## src/rtl/tgr_pkg.sv

```systemverilog
package tgr_pkg;

  localparam logic [63:0] IV0 = 64'h0123456789ABCDEF;
  localparam logic [63:0] IV1 = 64'hFEDCBA9876543210;
  localparam logic [63:0] IV2 = 64'hF096A5B4C3B2E187;

  localparam logic [63:0] SCHED_K0 = 64'hA5A5A5A5A5A5A5A5;
  localparam logic [63:0] SCHED_K1 = 64'h0123456789ABCDEF;

  localparam logic [63:0] PAD_WORD = 64'h0000000000000001;
  localparam logic [7:0]  PAD_BYTE = 8'h01;

  localparam logic [7:0][63:0] SEED = {
    64'h6D6168694220696C,
    64'h4520646E61206E6F,
    64'h737265646E412073,
    64'h736F52207962202C,
    64'h6E6F6974636E7546,
    64'h2068736148207765,
    64'h4E20747361462041,
    64'h202D207265676954
  };

  typedef struct packed {
    logic        load;
    logic [63:0] word;
    logic        start;
    logic        clear;
  } tgr_core_ctl_t;

  typedef struct packed {
    logic [7:0]  raddr0;
    logic [7:0]  raddr1;
    logic [3:0]  we;
    logic [7:0]  waddr;
    logic [63:0] wdata;
    logic [7:0]  wmask;
  } tgr_mem_req_t;

endpackage

```

## src/rtl/tgr_sgen.sv

```systemverilog
module tgr_sgen (
  input  logic                   clk,
  input  logic                   rst,
  input  logic [3:0][1:0][63:0]  sdata,
  input  logic [2:0][63:0]       cv,
  input  logic                   core_done,
  output tgr_pkg::tgr_mem_req_t  req,
  output tgr_pkg::tgr_core_ctl_t ctl,
  output logic                   done
);
  import tgr_pkg::*;

  typedef enum logic [2:0] {G_INIT, G_NEXT, G_LOAD, G_RUN, G_RD, G_COL, G_WR, G_DONE} state_t;

  state_t      st;
  logic [7:0]  n;
  logic [1:0]  sb;
  logic [2:0]  cnt;
  logic [1:0]  abc;
  logic [2:0]  lcnt;
  logic [2:0]  col;
  logic [63:0] row;

  logic [63:0] key, rd0, rd1, cur, newrow;
  logic [7:0]  jcur, jnext, p, q;
  logic [2:0]  cnx;
  logic [5:0]  sh;

  always_comb begin
    case (abc)
      2'd0:    key = cv[0];
      2'd1:    key = cv[1];
      default: key = cv[2];
    endcase
    cnx    = col + 3'd1;
    sh     = {col, 3'b000};
    jcur   = key[sh +: 8];
    jnext  = key[{cnx, 3'b000} +: 8];
    rd0    = sdata[sb][0];
    rd1    = sdata[sb][1];
    cur    = (col == 3'd0) ? rd0 : row;
    p      = cur[sh +: 8];
    q      = rd1[sh +: 8];
    newrow = (cur & ~(64'hFF << sh)) | ({56'b0, q} << sh);

    req        = '0;
    req.raddr0 = n;
    req.raddr1 = (st == G_RD) ? jcur : jnext;
    case (st)
      G_INIT: begin
        req.we    = 4'hF;
        req.waddr = n;
        req.wdata = {8{n}};
        req.wmask = 8'hFF;
      end
      G_COL: begin
        req.we    = 4'b0001 << sb;
        req.waddr = jcur;
        req.wdata = {8{p}};
        req.wmask = 8'b0000_0001 << col;
      end
      G_WR: begin
        req.we    = 4'b0001 << sb;
        req.waddr = n;
        req.wdata = row;
        req.wmask = 8'hFF;
      end
      default: ;
    endcase

    ctl       = '0;
    ctl.load  = (st == G_LOAD);
    ctl.word  = SEED[lcnt];
    ctl.start = (st == G_LOAD) && (lcnt == 3'd7);
  end

  assign done = (st == G_DONE);

  always_ff @(posedge clk) begin
    if (rst) begin
      st  <= G_INIT;
      n   <= '0;
      sb  <= '0;
      cnt <= '0;
      abc <= 2'd2;
      col <= '0;
    end else begin
      case (st)
        G_INIT: begin
          n <= n + 8'd1;
          if (n == 8'd255) st <= G_NEXT;
        end
        G_NEXT: begin
          if (abc == 2'd2) begin
            abc  <= '0;
            lcnt <= '0;
            st   <= G_LOAD;
          end else begin
            abc <= abc + 2'd1;
            st  <= G_RD;
          end
        end
        G_LOAD: begin
          lcnt <= lcnt + 3'd1;
          if (lcnt == 3'd7) st <= G_RUN;
        end
        G_RUN: begin
          if (core_done) st <= G_RD;
        end
        G_RD: begin
          col <= '0;
          st  <= G_COL;
        end
        G_COL: begin
          row <= newrow;
          col <= cnx;
          if (col == 3'd7) st <= G_WR;
        end
        G_WR: begin
          sb <= sb + 2'd1;
          if (sb == 2'd3 && n == 8'd255 && cnt == 3'd4) st <= G_DONE;
          else st <= G_NEXT;
          if (sb == 2'd3) begin
            n <= n + 8'd1;
            if (n == 8'd255 && cnt != 3'd4) cnt <= cnt + 3'd1;
          end
        end
        G_DONE: ;
        default: st <= G_DONE;
      endcase
    end
  end

endmodule

```

## config.mk

```make
export PLATFORM = sky130hd
export DESIGN_NAME = tgr_sgen
export DESIGN_NICKNAME = d
export VERILOG_FILES = /design/src/rtl/tgr_pkg.sv /design/src/rtl/tgr_sgen.sv
export SDC_FILE = /design/constraint.sdc
export NUM_CORES = 1
export LEC_CHECK = 0
export BUFFER_PORTS_ARGS = -buffer_cell sky130_fd_sc_hd__buf_4
export CAP_MARGIN = 20
export CORE_AREA = 2 2 341 343
export DETAILED_ROUTE_END_ITERATION = 16
export DIE_AREA = 0 0 343 345
export RECOVER_POWER = 100
export SETUP_SLACK_MARGIN = 0.05
export SLEW_MARGIN = 20
export SYNTH_ARGS = -nofsm -noshare
export SYNTH_HDL_FRONTEND = slang
export SYNTH_SLANG_ARGS = --single-unit
```

## constraint.sdc

```tcl
create_clock -name clk -period 4.45 [get_ports clk]
set_input_delay 0.445 -clock clk [delete_from_list [all_inputs] [get_ports clk]]
set_output_delay 0.445 -clock clk [all_outputs]
set_load 0.01 [all_outputs]
```

==> results of run 1 <==
[power by group through the flow]
stage	clock [W]	combinational, W	sequential [W]
after global routing	0.00156	0.00337	0.00162
after CTS	0.00153	0.00349	0.00160
after global placement	0	0.00344	0.00162
final	0.00149	0.00313	0.00160
after floorplan	0	0.00133	0.00169
after detailed placement	0	0.00348	0.00163
[sequential cells by signal (all words and copies together) (netlist names)]
name  count
col       3
abc       2
sb        2
ctl      44
row      64
cnt       3
n         8
lcnt      3
st        3
[cell families (layout without fill, tap and decap cells)]
kind of cell | after synthesis | in the layout | synth area share
DFF | 132 | 132 | 0.2429
AOI/OAI and AO/OA | 369 | 369 | 0.2086
xor gates and xnor gates | 10 | 10 | 0.006421
muxes | 265 | 265 | 0.3223
and+or+nand+nor | 329 | 329 | 0.1297
buffers and inverters | 198 | 989 | 0.06935
adders and majority gates | 22 | 22 | 0.02018
other | 2 | 40 | 0.0005506
[synthesized netlist by cell type (4+ instances only)]
cell type and number:
o2111ai_1 11, edfxtp_1 67, xor2_1 5, dfxtp_1 65
a21oi_1 12, o21ai_1 12, mux2_2 40, o21ai_0 50
buf_2 35, a21o_1 59, inv_1 39, o221ai_1 8
buf_4 32, nor2b_1 48, nand3_1 34, o311ai_0 8
and2_1 17, a22o_1 8, nor3_1 5, clkbuf_1 69
nor2_1 41, a22oi_1 9, o211ai_4 6, buf_1 15
inv_2 4, o22ai_1 19, a211o_1 14, and3_1 6
or3_1 8, a311o_1 17, xnor2_1 5, ha_1 22
a2bb2oi_1 5, nand4_1 19, mux4_2 135, nand2_1 74
o2111ai_2 6, nand3b_1 18, o211ai_1 58, nand2b_1 47
a32o_1 7, mux2i_1 89, a211oi_1 43
[path summary, 6_finish.rpt]
| check | from | end | cells past startpoint |
|---|---|---|---|
| max | sb[1]$_SDFFE_PP0N_ | req[35] | 7 |
| min | rst | n[3]$_SDFFE_PP0P_ | 2 |
| max reg2reg | st[1]$_SDFFE_PP0P_ | row[7]$_DFFE_PP_ | 5 |
| min reg2reg | cnt[2]$_SDFFE_PP0P_ | cnt[2]$_SDFFE_PP0P_ | 2 |
[layer usage]
| metal | track usage | vias up | wire length (um) | part of all wire |
|---|---|---|---|---|
| met5 | 0 | - | 92 | 0.00075 |
| met4 | 0.06559 | 14 | 4461 | 0.036 |
| met3 | 0.04381 | 193 | 9541 | 0.078 |
| met2 | 0.3486 | 1075 | 60610 | 0.49 |
| met1 | 0.2382 | 8115 | 47890 | 0.39 |
| li1 | - | 6835 | - | - |
[area by class of cell]
type / instances / area, sq um / area share
clock inverter: 15 / 157.7 / 0.007197
sequential: 132 / 3329 / 0.1520
timing repair buffer: 914 / 6429 / 0.2935
inverter: 43 / 161.4 / 0.007368
antenna: 26 / 65.06 / 0.002970
multi-input combinational: 1009 / 9432 / 0.4305
clock buffer: 17 / 425.4 / 0.01942
tap: 1524 / 1907 / 0.08705
[stage by stage]
stage	area [sq um]	util	worst slack, ps	hold WS (ps)
floorplan	13680	-	345.4	478.9
global placement	21780	0.1892	469.6	498.3
detailed placement	21820	0.1896	813.6	510.8
CTS	22410	0.1947	235.6	336.1
global route	21850	0.1898	107.0	346.7
finish	21910	0.1903	163.7	374.8
[cell usage in the layout, fill, tap and decap left out, types with 22 or more instances in the layout]
cell type and n:
dfxtp_1 60, a211oi_1 43, inv_1 41, clkbuf_1 128
diode_2 26, nand2_1 74, nand2b_1 47, mux4_2 135
nor2b_1 47, nor2_1 37, o21ai_0 62, ha_1 22
o211ai_1 58, mux2i_1 89, buf_4 772, edfxtp_1 67
mux2_2 34, a21o_1 59, nand3_1 34
==> impl_results.md, run 1 <==
- RSZ-0062 raised after global routing: no
- Global-route wire length before repair: 156.2 mm
- CP startpoint kind: flop
- Slowest cell on the critical path: buf_2
- Largest net degree at the start of global routing: 117
- Failing checks: capacitance limit, slew limit
- Core area: 0.1151 sq mm
- Critical Path End Type: output pin
- Clk_skew: 18.67 ps
- Data required time of the worst path: 4010 ps
- Hpwl dp: 107.2 mm
- Post-synth EDFFs: 67
- Critical Setup Path Class: reg -> out
- Finished Layout Cells: 3680
- FMAX: 233.3 MHz
- TNS Setup: 0 ps
- Largest cells by area after synthesis: mux4_2 22%, edfxtp_1 15%, dfxtp_1 9.5%, mux2i_1 6.5%, mux2_2 3.3%
- Synth Warn #: 0
- Buf+Inv Stages, Crit Path: 2
- Vias in the first global route: 16.23k
- Sequential share of the synthesized area: 0.2429
- CTS H-tree lvls: 4
- Routability Congestion: 0.9494
- Row count: 125
- Flop pwr share: 0.257
- Overflow after GRT: 0
- Critical path peak fanout: 36
- IO Port Bufs: 860
- Classification of the worst-slack hold path: in -> reg
- Max VDD drop: 281.2 uV
- PnR Total Power: 0.006211 W
- Switching power: 0.002752 W
- Final worst path period need: 4286 ps
- Pins Over Slew Limit: 50
- Clock latency on the worst-skew pair: 480 ps
- Vias: 16.23k
- Clk sinks: 132
- Cell taking the most area after synthesis: mux4_2
- Area share of the largest cell type after synthesis: 0.2229
- Synth cell types: 67
- Post-synthesis register bit count: 132
- Status: complete, but fails checks
- CP max stage delay: 840 ps
- DRT antenna net count: 0
- Pwr dens: 283.5 mW/mm^2
- Share of layout cells above drive strength 1: 0.4789
- Vias/cell: 4.411
- Final hold vios: 0
- Routed len/inst: 33.31 um
- IO Count: 875
- Die area: 0.1183 sq mm
- 1st-pass router iterations: 7
- Post-Place Cells: 3622
- Mapped Cells: 1327
- Switching Fraction: 0.4431
- # DRC: 0
- MaxCap Viol Count: 2
- Nets: 2846
- DR iter-0 viols: 1311
- Slew HR: -0.5497
- Worst-Margin Slew: 2316 ps
- Synth async-reset ratio: 0
- Post-synth top flop: edfxtp_1
- Initial Utilization: 0.1185
- Clock transition at path regs: 70 ps
- # setup viols final: 0
- Comb pwr share: 0.504
- Internal power: 0.003459 W
- Worst-case clock buffer depth: 2
- Routed WL: 122.6 mm
- CP delay by family, top: compound AO/OA/AOI/OAI gates
- Die Width: 343 um
- Hold_buf cts: 0
- Data arrival, critical path: 3840 ps
- Static Leakage: 8.995 nW
- CTS Buf Count: 17
- Area added between synthesis and finish: 60.61%
- Gr usage total: 0.1989
- Post-Syn Area per Cell: 10.28 sq um
- Setup Buffers After CTS: 0
- Root Buffer: clkbuf_16
- Fin crit share: 0.9632
- Initial antenna violation count: 71
- Reg2Reg Setup Slack: 410 ps
- Fillers: 12.98k
- Die height: 345 um
- CTS resizes: 0
- Synthesized cell area: 0.01364 sq mm
- CTS tree: done
- Clock Power Share: 0.239
- CP cell instances: buf_2 > mux4_2 > a211o_1 > o2111ai_2 > o211ai_2 > a21o_1 > buf_4
Power figures use the tool's default switching activity.
==> run 2: changes to the inputs <==
--- a/config.mk
+++ b/config.mk
@@ -5,6 +5,7 @@
 export SDC_FILE = /design/constraint.sdc
 export NUM_CORES = 1
 export LEC_CHECK = 0
+export ABC_AREA = 1
 export BUFFER_PORTS_ARGS = -buffer_cell sky130_fd_sc_hd__buf_4
 export CAP_MARGIN = 20
 export CORE_AREA = 2 2 341 343
==> run 2 against run 1 <==
Effect of this change: the run still ends with capacitance limit, slew limit left; synthesized cell count is 130% higher; clock skew shrank 3.7 ps; clock power is 6% higher; utilization grew 1.8 points; global-route usage fell by 0.14 points; cell area up 9.3%; first-iteration DRC count is 64% higher; register-to-register slack improved by 160 ps; highest routed layer unchanged.
==> impl_results.md, run 2 <==
- Status: complete, but fails checks
- Failing checks: capacitance limit, slew limit
- Min Hold Slack: 298.7 ps
- Multi-input logic area: 0.01034 sq mm
- Pwr dens: 162.2 mW/mm^2
- Fin area: 0.02394 sq mm
- Largest net degree at the start of global routing: 154
- 1st-pass router iterations: 8
- Synth cell types: 39
- CTS Buf Count: 17
- Die area: 0.1183 sq mm
- Routed WL: 122.4 mm
- Clock transition at path regs: 70 ps
- Initial antenna violation count: 23
- Vias in the first global route: 22.84k
- Synth async-reset ratio: 0
- IO Count: 875
- Pins Over Slew Limit: 66
- # DRC: 0
- Global-route wire length before repair: 168.5 mm
- Post-Syn Area per Cell: 5.411 sq um
- Max VDD drop: 282.8 uV
- Clock latency on the worst-skew pair: 450 ps
- CP startpoint kind: flop
- Worst-case clock buffer depth: 2
- Root Buffer: clkbuf_16
- Vias/cell: 4.439
- Nets: 4464
- Data required time of the worst path: 4010 ps
- Critical Path End Type: output pin
- R2r startpoint: st[2]$_SDFFE_PP0P_
- CTS H-tree lvls: 4
- Setup Buffers After CTS: 0
- PnR Total Power: 0.003884 W
- Die Width: 343 um
- RSZ-0062 raised after global routing: no
- Critical Setup Path Class: reg -> out
- DRT antenna net count: 0
- Largest cells by area after synthesis: nand2_1 31%, nand3_1 17%, edfxtp_1 12%, dfxtp_1 7.9%, inv_1 7.8%
- MaxCap Viol Count: 1
- Hpwl dp: 99.79 mm
- Area share of the largest cell type after synthesis: 0.3061
- Overflow after GRT: 0
- Top reg by flops: row
- Synthesized cell area: 0.01640 sq mm
- Post-synth top cells: 1337 x nand2_1, 544 x nand3_1, 340 x inv_1
- Slew HR: -0.2244
- Hold_buf cts: 0
- Area added between synthesis and finish: 46.01%
- Data arrival, critical path: 3700 ps
- Commonest non-fill, non-tap cell in the layout: nand2_1
- Core area: 0.1151 sq mm
- Worst Setup SP: sb[0]$_SDFFE_PP0N_
- Clk_skew: 14.95 ps
- Critical Path End: req[70]
- FMAX: 241.3 MHz
- CTS tree: done
- Worst R2R Path Depth: 5
- Gr usage total: 0.1975
- Fin crit share: 0.9315
- CTS resizes: 0
- Post-synthesis register bit count: 132
- Mapped Cells: 3030
- Clk sinks: 132
- Synth Warn #: 0
- Sequential share of the synthesized area: 0.2021
- Routed len/inst: 23.15 um
- Max FFs per register: 64
- Worst-Margin Slew: 1837 ps
- Row count: 125
- Static Leakage: 12.47 nW
- Cell taking the most area after synthesis: nand2_1
- IO Port Bufs: 860
- Die height: 345 um
- Routability Congestion: 0.9295
- Final worst path period need: 4145 ps
- Final hold vios: 0
- Classification of the worst-slack hold path: in -> reg
- Vias: 23.47k
- Utilization after layout: 0.2080
- Critical path peak fanout: 122
- Fillers: 13.57k
- Post-synth EDFFs: 67
- Commonest non-fill, non-tap cells in the layout: 1346 x nand2_1, 755 x buf_4, 549 x nand3_1
- # setup viols final: 0
- Share of layout cells above drive strength 1: 0.2271
- DR iter-0 viols: 2152
- TNS Setup: 0 ps
- Area of placed instances: 0.02391 sq mm
- Initial Utilization: 0.1424
- Post-synth top flop: edfxtp_1
- Dominant cell by count in the synthesized netlist: nand2_1
- Worst reg2reg endpoint: row[29]$_DFFE_PP_
- Reg2Reg Setup Slack: 570 ps
- Seq. cell area: 0.003323 sq mm
[run 2: how the worst min path moves through the flow]
stage / slack [ps] / to / cells past startpoint / start
final: 300 / st[1]$_SDFFE_PP0P_ / 2 / rst
after global routing: 280 / st[2]$_SDFFE_PP0P_ / 2 / rst
after detailed placement: 480 / cnt[1]$_SDFFE_PP0P_ / 2 / cnt[1]$_SDFFE_PP0P_
after global placement: 460 / cnt[1]$_SDFFE_PP0P_ / 2 / cnt[1]$_SDFFE_PP0P_
after floorplan: 450 / cnt[0]$_SDFFE_PP0P_ / 1 / cnt[0]$_SDFFE_PP0P_
after CTS: 290 / st[1]$_SDFFE_PP0P_ / 2 / rst
[run 2: cell type report]
type                    instances  area share
diodes                         14    0.001463
clock buffers                  20     0.02007
clock inverters                12    0.006795
inverters                     359     0.05692
multi-input cells            2326      0.4319
flip-flops and latches        132      0.1388
well taps                    1524     0.07965
repair buffers                899      0.2644
[run 2: logic make-up (layout without fill, tap and decap cells)]
logic type / after synthesis / count (layout) / share of synthesized area
AO/OA/AOI/OAI: 156 / 156 / 0.05281
adder cells (fa/ha/maj): 22 / 22 / 0.01679
buffers and inverters: 584 / 1290 / 0.1637
AND/OR/NAND/NOR: 2134 / 2134 / 0.5642
other: 2 / 28 / 0.0004580
flip-flops: 132 / 132 / 0.2021
[run 2: layer usage]
layer | vias up | track usage | part of all wire | routed length (um)
li1 | 11060 | - | - | -
met1 | 11020 | 0.2510 | 0.41 | 50560
met2 | 1223 | 0.3334 | 0.48 | 58140
met3 | 150 | 0.03275 | 0.075 | 9186
met5 | - | 0 | 0.00060 | 73
met4 | 10 | 0.07040 | 0.036 | 4401
[run 2: where the power goes]
group          leakage, nW  switching, W  internal (W)
clock network        0.319      0.000625      0.000959
registers             1.14    0.00000435       0.00128
logic                 11.0      0.000477      0.000542
total                 12.5       0.00111       0.00278
[run 2: critical path: stages, from the launching register on]
cell	delay [ps]
dfxtp_1	400
inv_8	530
buf_4	360
nand2_1	70
nand2_1	60
nand2_1	50
nand3_1	200
nand3_1	170
nand3_1	170
nand2_1	70
nand2_1	60
nand3_1	510
nand2_1	310
clkbuf_1	200
[run 2: stage by stage]
stage	setup slack [ps]	std cells
after floorplan	352.9	3042
after global placement	860.3	5240
after detailed placement	907.3	5240
after CTS	415.4	5272
after global routing	134.5	5279
final	304.9	5286
==> run 3: changes to the inputs <==
--- a/config.mk
+++ b/config.mk
@@ -6,11 +6,13 @@
 export NUM_CORES = 1
 export LEC_CHECK = 0
 export ABC_AREA = 1
+export ABC_CLOCK_PERIOD_IN_PS = 4450
 export BUFFER_PORTS_ARGS = -buffer_cell sky130_fd_sc_hd__buf_4
 export CAP_MARGIN = 20
 export CORE_AREA = 2 2 341 343
 export DETAILED_ROUTE_END_ITERATION = 16
 export DIE_AREA = 0 0 343 345
+export PLACE_DENSITY = 0.43
 export RECOVER_POWER = 100
 export SETUP_SLACK_MARGIN = 0.05
 export SLEW_MARGIN = 20
==> run 3 against run 2 <==
Effect of this change: the run still ends with capacitance limit, slew limit left; total power fell by 3.6%; hold slack got worse by 19 ps; sequential cell count did not move; largest power group unchanged; utilization barely moved.
==> impl_results.md, run 3 (synthesis results as in run 2) <==
- Global-route wire length before repair: 167.0 mm
- Initial Utilization: 0.1424
- Setup Buffers After CTS: 0
- Buf+Inv Stages, Crit Path: 3
- Final hold vios: 0
- CP delay by family, top: simple AND/OR/NAND/NOR gates
- CTS H-tree lvls: 4
- Core area: 0.1151 sq mm
- Pins Over Slew Limit: 126
- TNS Setup: 0 ps
- DRT antenna net count: 0
- Worst-Margin Slew: 1949 ps
- Utilization after layout: 0.2076
- Largest net degree at the start of global routing: 154
- Slew HR: -0.2991
- Nets: 4471
- 1st-pass router iterations: 7
- CP max stage delay: 730 ps
- WP depth: 11
- Hold_buf cts: 0
- Area added between synthesis and finish: 45.73%
- Slowest cell on the critical path: buf_4
- Final worst path period need: 4226 ps
- Classification of the worst-slack hold path: in -> reg
- Critical path peak fanout: 73
- Data required time of the worst path: 4010 ps
- Vias/cell: 4.326
- Worst R2R Path Depth: 11
- DR iter-0 viols: 2064
- Row count: 125
- Overflow after GRT: 0
- Die Width: 343 um
- Multi-input logic area: 0.01034 sq mm
- Data arrival, critical path: 3780 ps
- Max VDD drop: 199.7 uV
- Max FFs per register: 64
- Vias in the first global route: 22.39k
- CP startpoint kind: flop
- CTS resizes: 0
- Initial antenna violation count: 10
- Worst-case clock buffer depth: 2
- Die height: 345 um
- Commonest non-fill, non-tap cell in the layout: nand2_1
- Root Buffer: clkbuf_16
- Fillers: 13.69k
- IO Count: 875
- Clock transition at path regs: 70 ps
- Seq. cell area: 0.003329 sq mm
- Failing checks: capacitance limit, slew limit
- Die area: 0.1183 sq mm
- IO Port Bufs: 860
- Clock latency on the worst-skew pair: 460 ps
- Finished Layout Cells: 5281
- Commonest non-fill, non-tap cells in the layout: 1349 x nand2_1, 762 x buf_4, 549 x nand3_1
- Share of layout cells above drive strength 1: 0.2293
- Post-Place Cells: 5247
- Gr usage total: 0.1962
- CTS Buf Count: 17
- Clk_skew: 11.92 ps
- # setup viols final: 0
- Clk sinks: 132
- Routed len/inst: 22.99 um
- Worst Hold Depth: 2
- Static Leakage: 12.49 nW
- MaxCap Viol Count: 2
- Top reg by flops: row
- CTS tree: done
- CP cell instances: inv_4 > ha_1 > nand2_1 > buf_4 > nand2_1 > nand3_1 > nand3_1 > nand3_1 > nand3_2 > nand2_1 > clkbuf_1
- Min Hold Slack: 279.3 ps
- Routability Congestion: 0.9101
- Fin crit share: 0.9497
- Status: complete, but fails checks
- Vias: 22.85k
- Critical Setup Path Class: reg -> out
- # DRC: 0
- RSZ-0062 raised after global routing: no
- Routed WL: 121.4 mm
- Pwr dens: 156.7 mW/mm^2
- Hpwl dp: 97.39 mm
- Critical Path End Type: output pin
- FMAX: 236.6 MHz
==> run 3: cell types whose count changed in the layout (fill, tap and decap cells not counted), sizes merged <==
| cell | before | now |
|---|---|---|
| buf | 763 | 769 |
| bufinv | 3 | 0 |
| clkbuf | 156 | 155 |
| clkinv | 8 | 7 |
| diode | 14 | 2 |
| inv | 359 | 365 |
==> run 3: final timing paths <==
kind,startpoint,endpoint,slack (ps)
setup / recovery,col[0]$_SDFFE_PP0P_,req[58],220
hold / removal,rst,st[1]$_SDFFE_PP0P_,280
setup reg to reg,sb[1]$_SDFFE_PP0N_,row[36]$_DFFE_PP_,550
hold reg to reg,cnt[0]$_SDFFE_PP0P_,cnt[0]$_SDFFE_PP0P_,480
==> run 3: per-stage QoR <==
stage	power, W	area, sq um	worst slack, ps
3_5_place_dp	0.002344	23940	756.7
6_report	0.003743	23890	223.7
5_1_grt	0.003912	23890	39.67
3_3_place_gp	0.002342	23940	698.7
2_1_floorplan	0.001629	16440	352.9
4_1_cts	0.003804	24520	254.1
==> run 3: routing by layer <==
metal / global-route usage / up-vias / part of all wire
li1: - / 11060 / -
met1: 0.2485 / 10620 / 0.42
met2: 0.3439 / 1060 / 0.49
met3: 0.03479 / 106 / 0.069
met4: 0.04171 / 8 / 0.023
met5: 0 / - / 0.00042
==> run 3: area by class of cell <==
| class | count | area share |
|---|---|---|
| sequential | 132 | 0.1393 |
| timing repair buffer | 906 | 0.2666 |
| antenna | 2 | 0.0002095 |
| multi-input combinational | 2326 | 0.4327 |
| tap | 1524 | 0.07981 |
| clock inverter | 14 | 0.005446 |
| inverter | 359 | 0.05703 |
| clock buffer | 18 | 0.01885 |
==> run 3: where the power goes <==
part           internal [W]  total [W]  switching [W]
Clock              0.000773    0.00146       0.000682
Combinational      0.000542    0.00101       0.000467
Sequential          0.00127    0.00128     0.00000481
==> run 3: worst reg2reg max path, stage by stage, from the launching register on <==
cell,delay [ps]
dfxtp_1,360
inv_4,450
clkbuf_2,1080
nand3_1,400
nand3_1,190
nand2_1,170
nand2_1,110
nand2_1,50
nand2_1,50
nand2_1,450
nand4_1,260
nand2_1,70
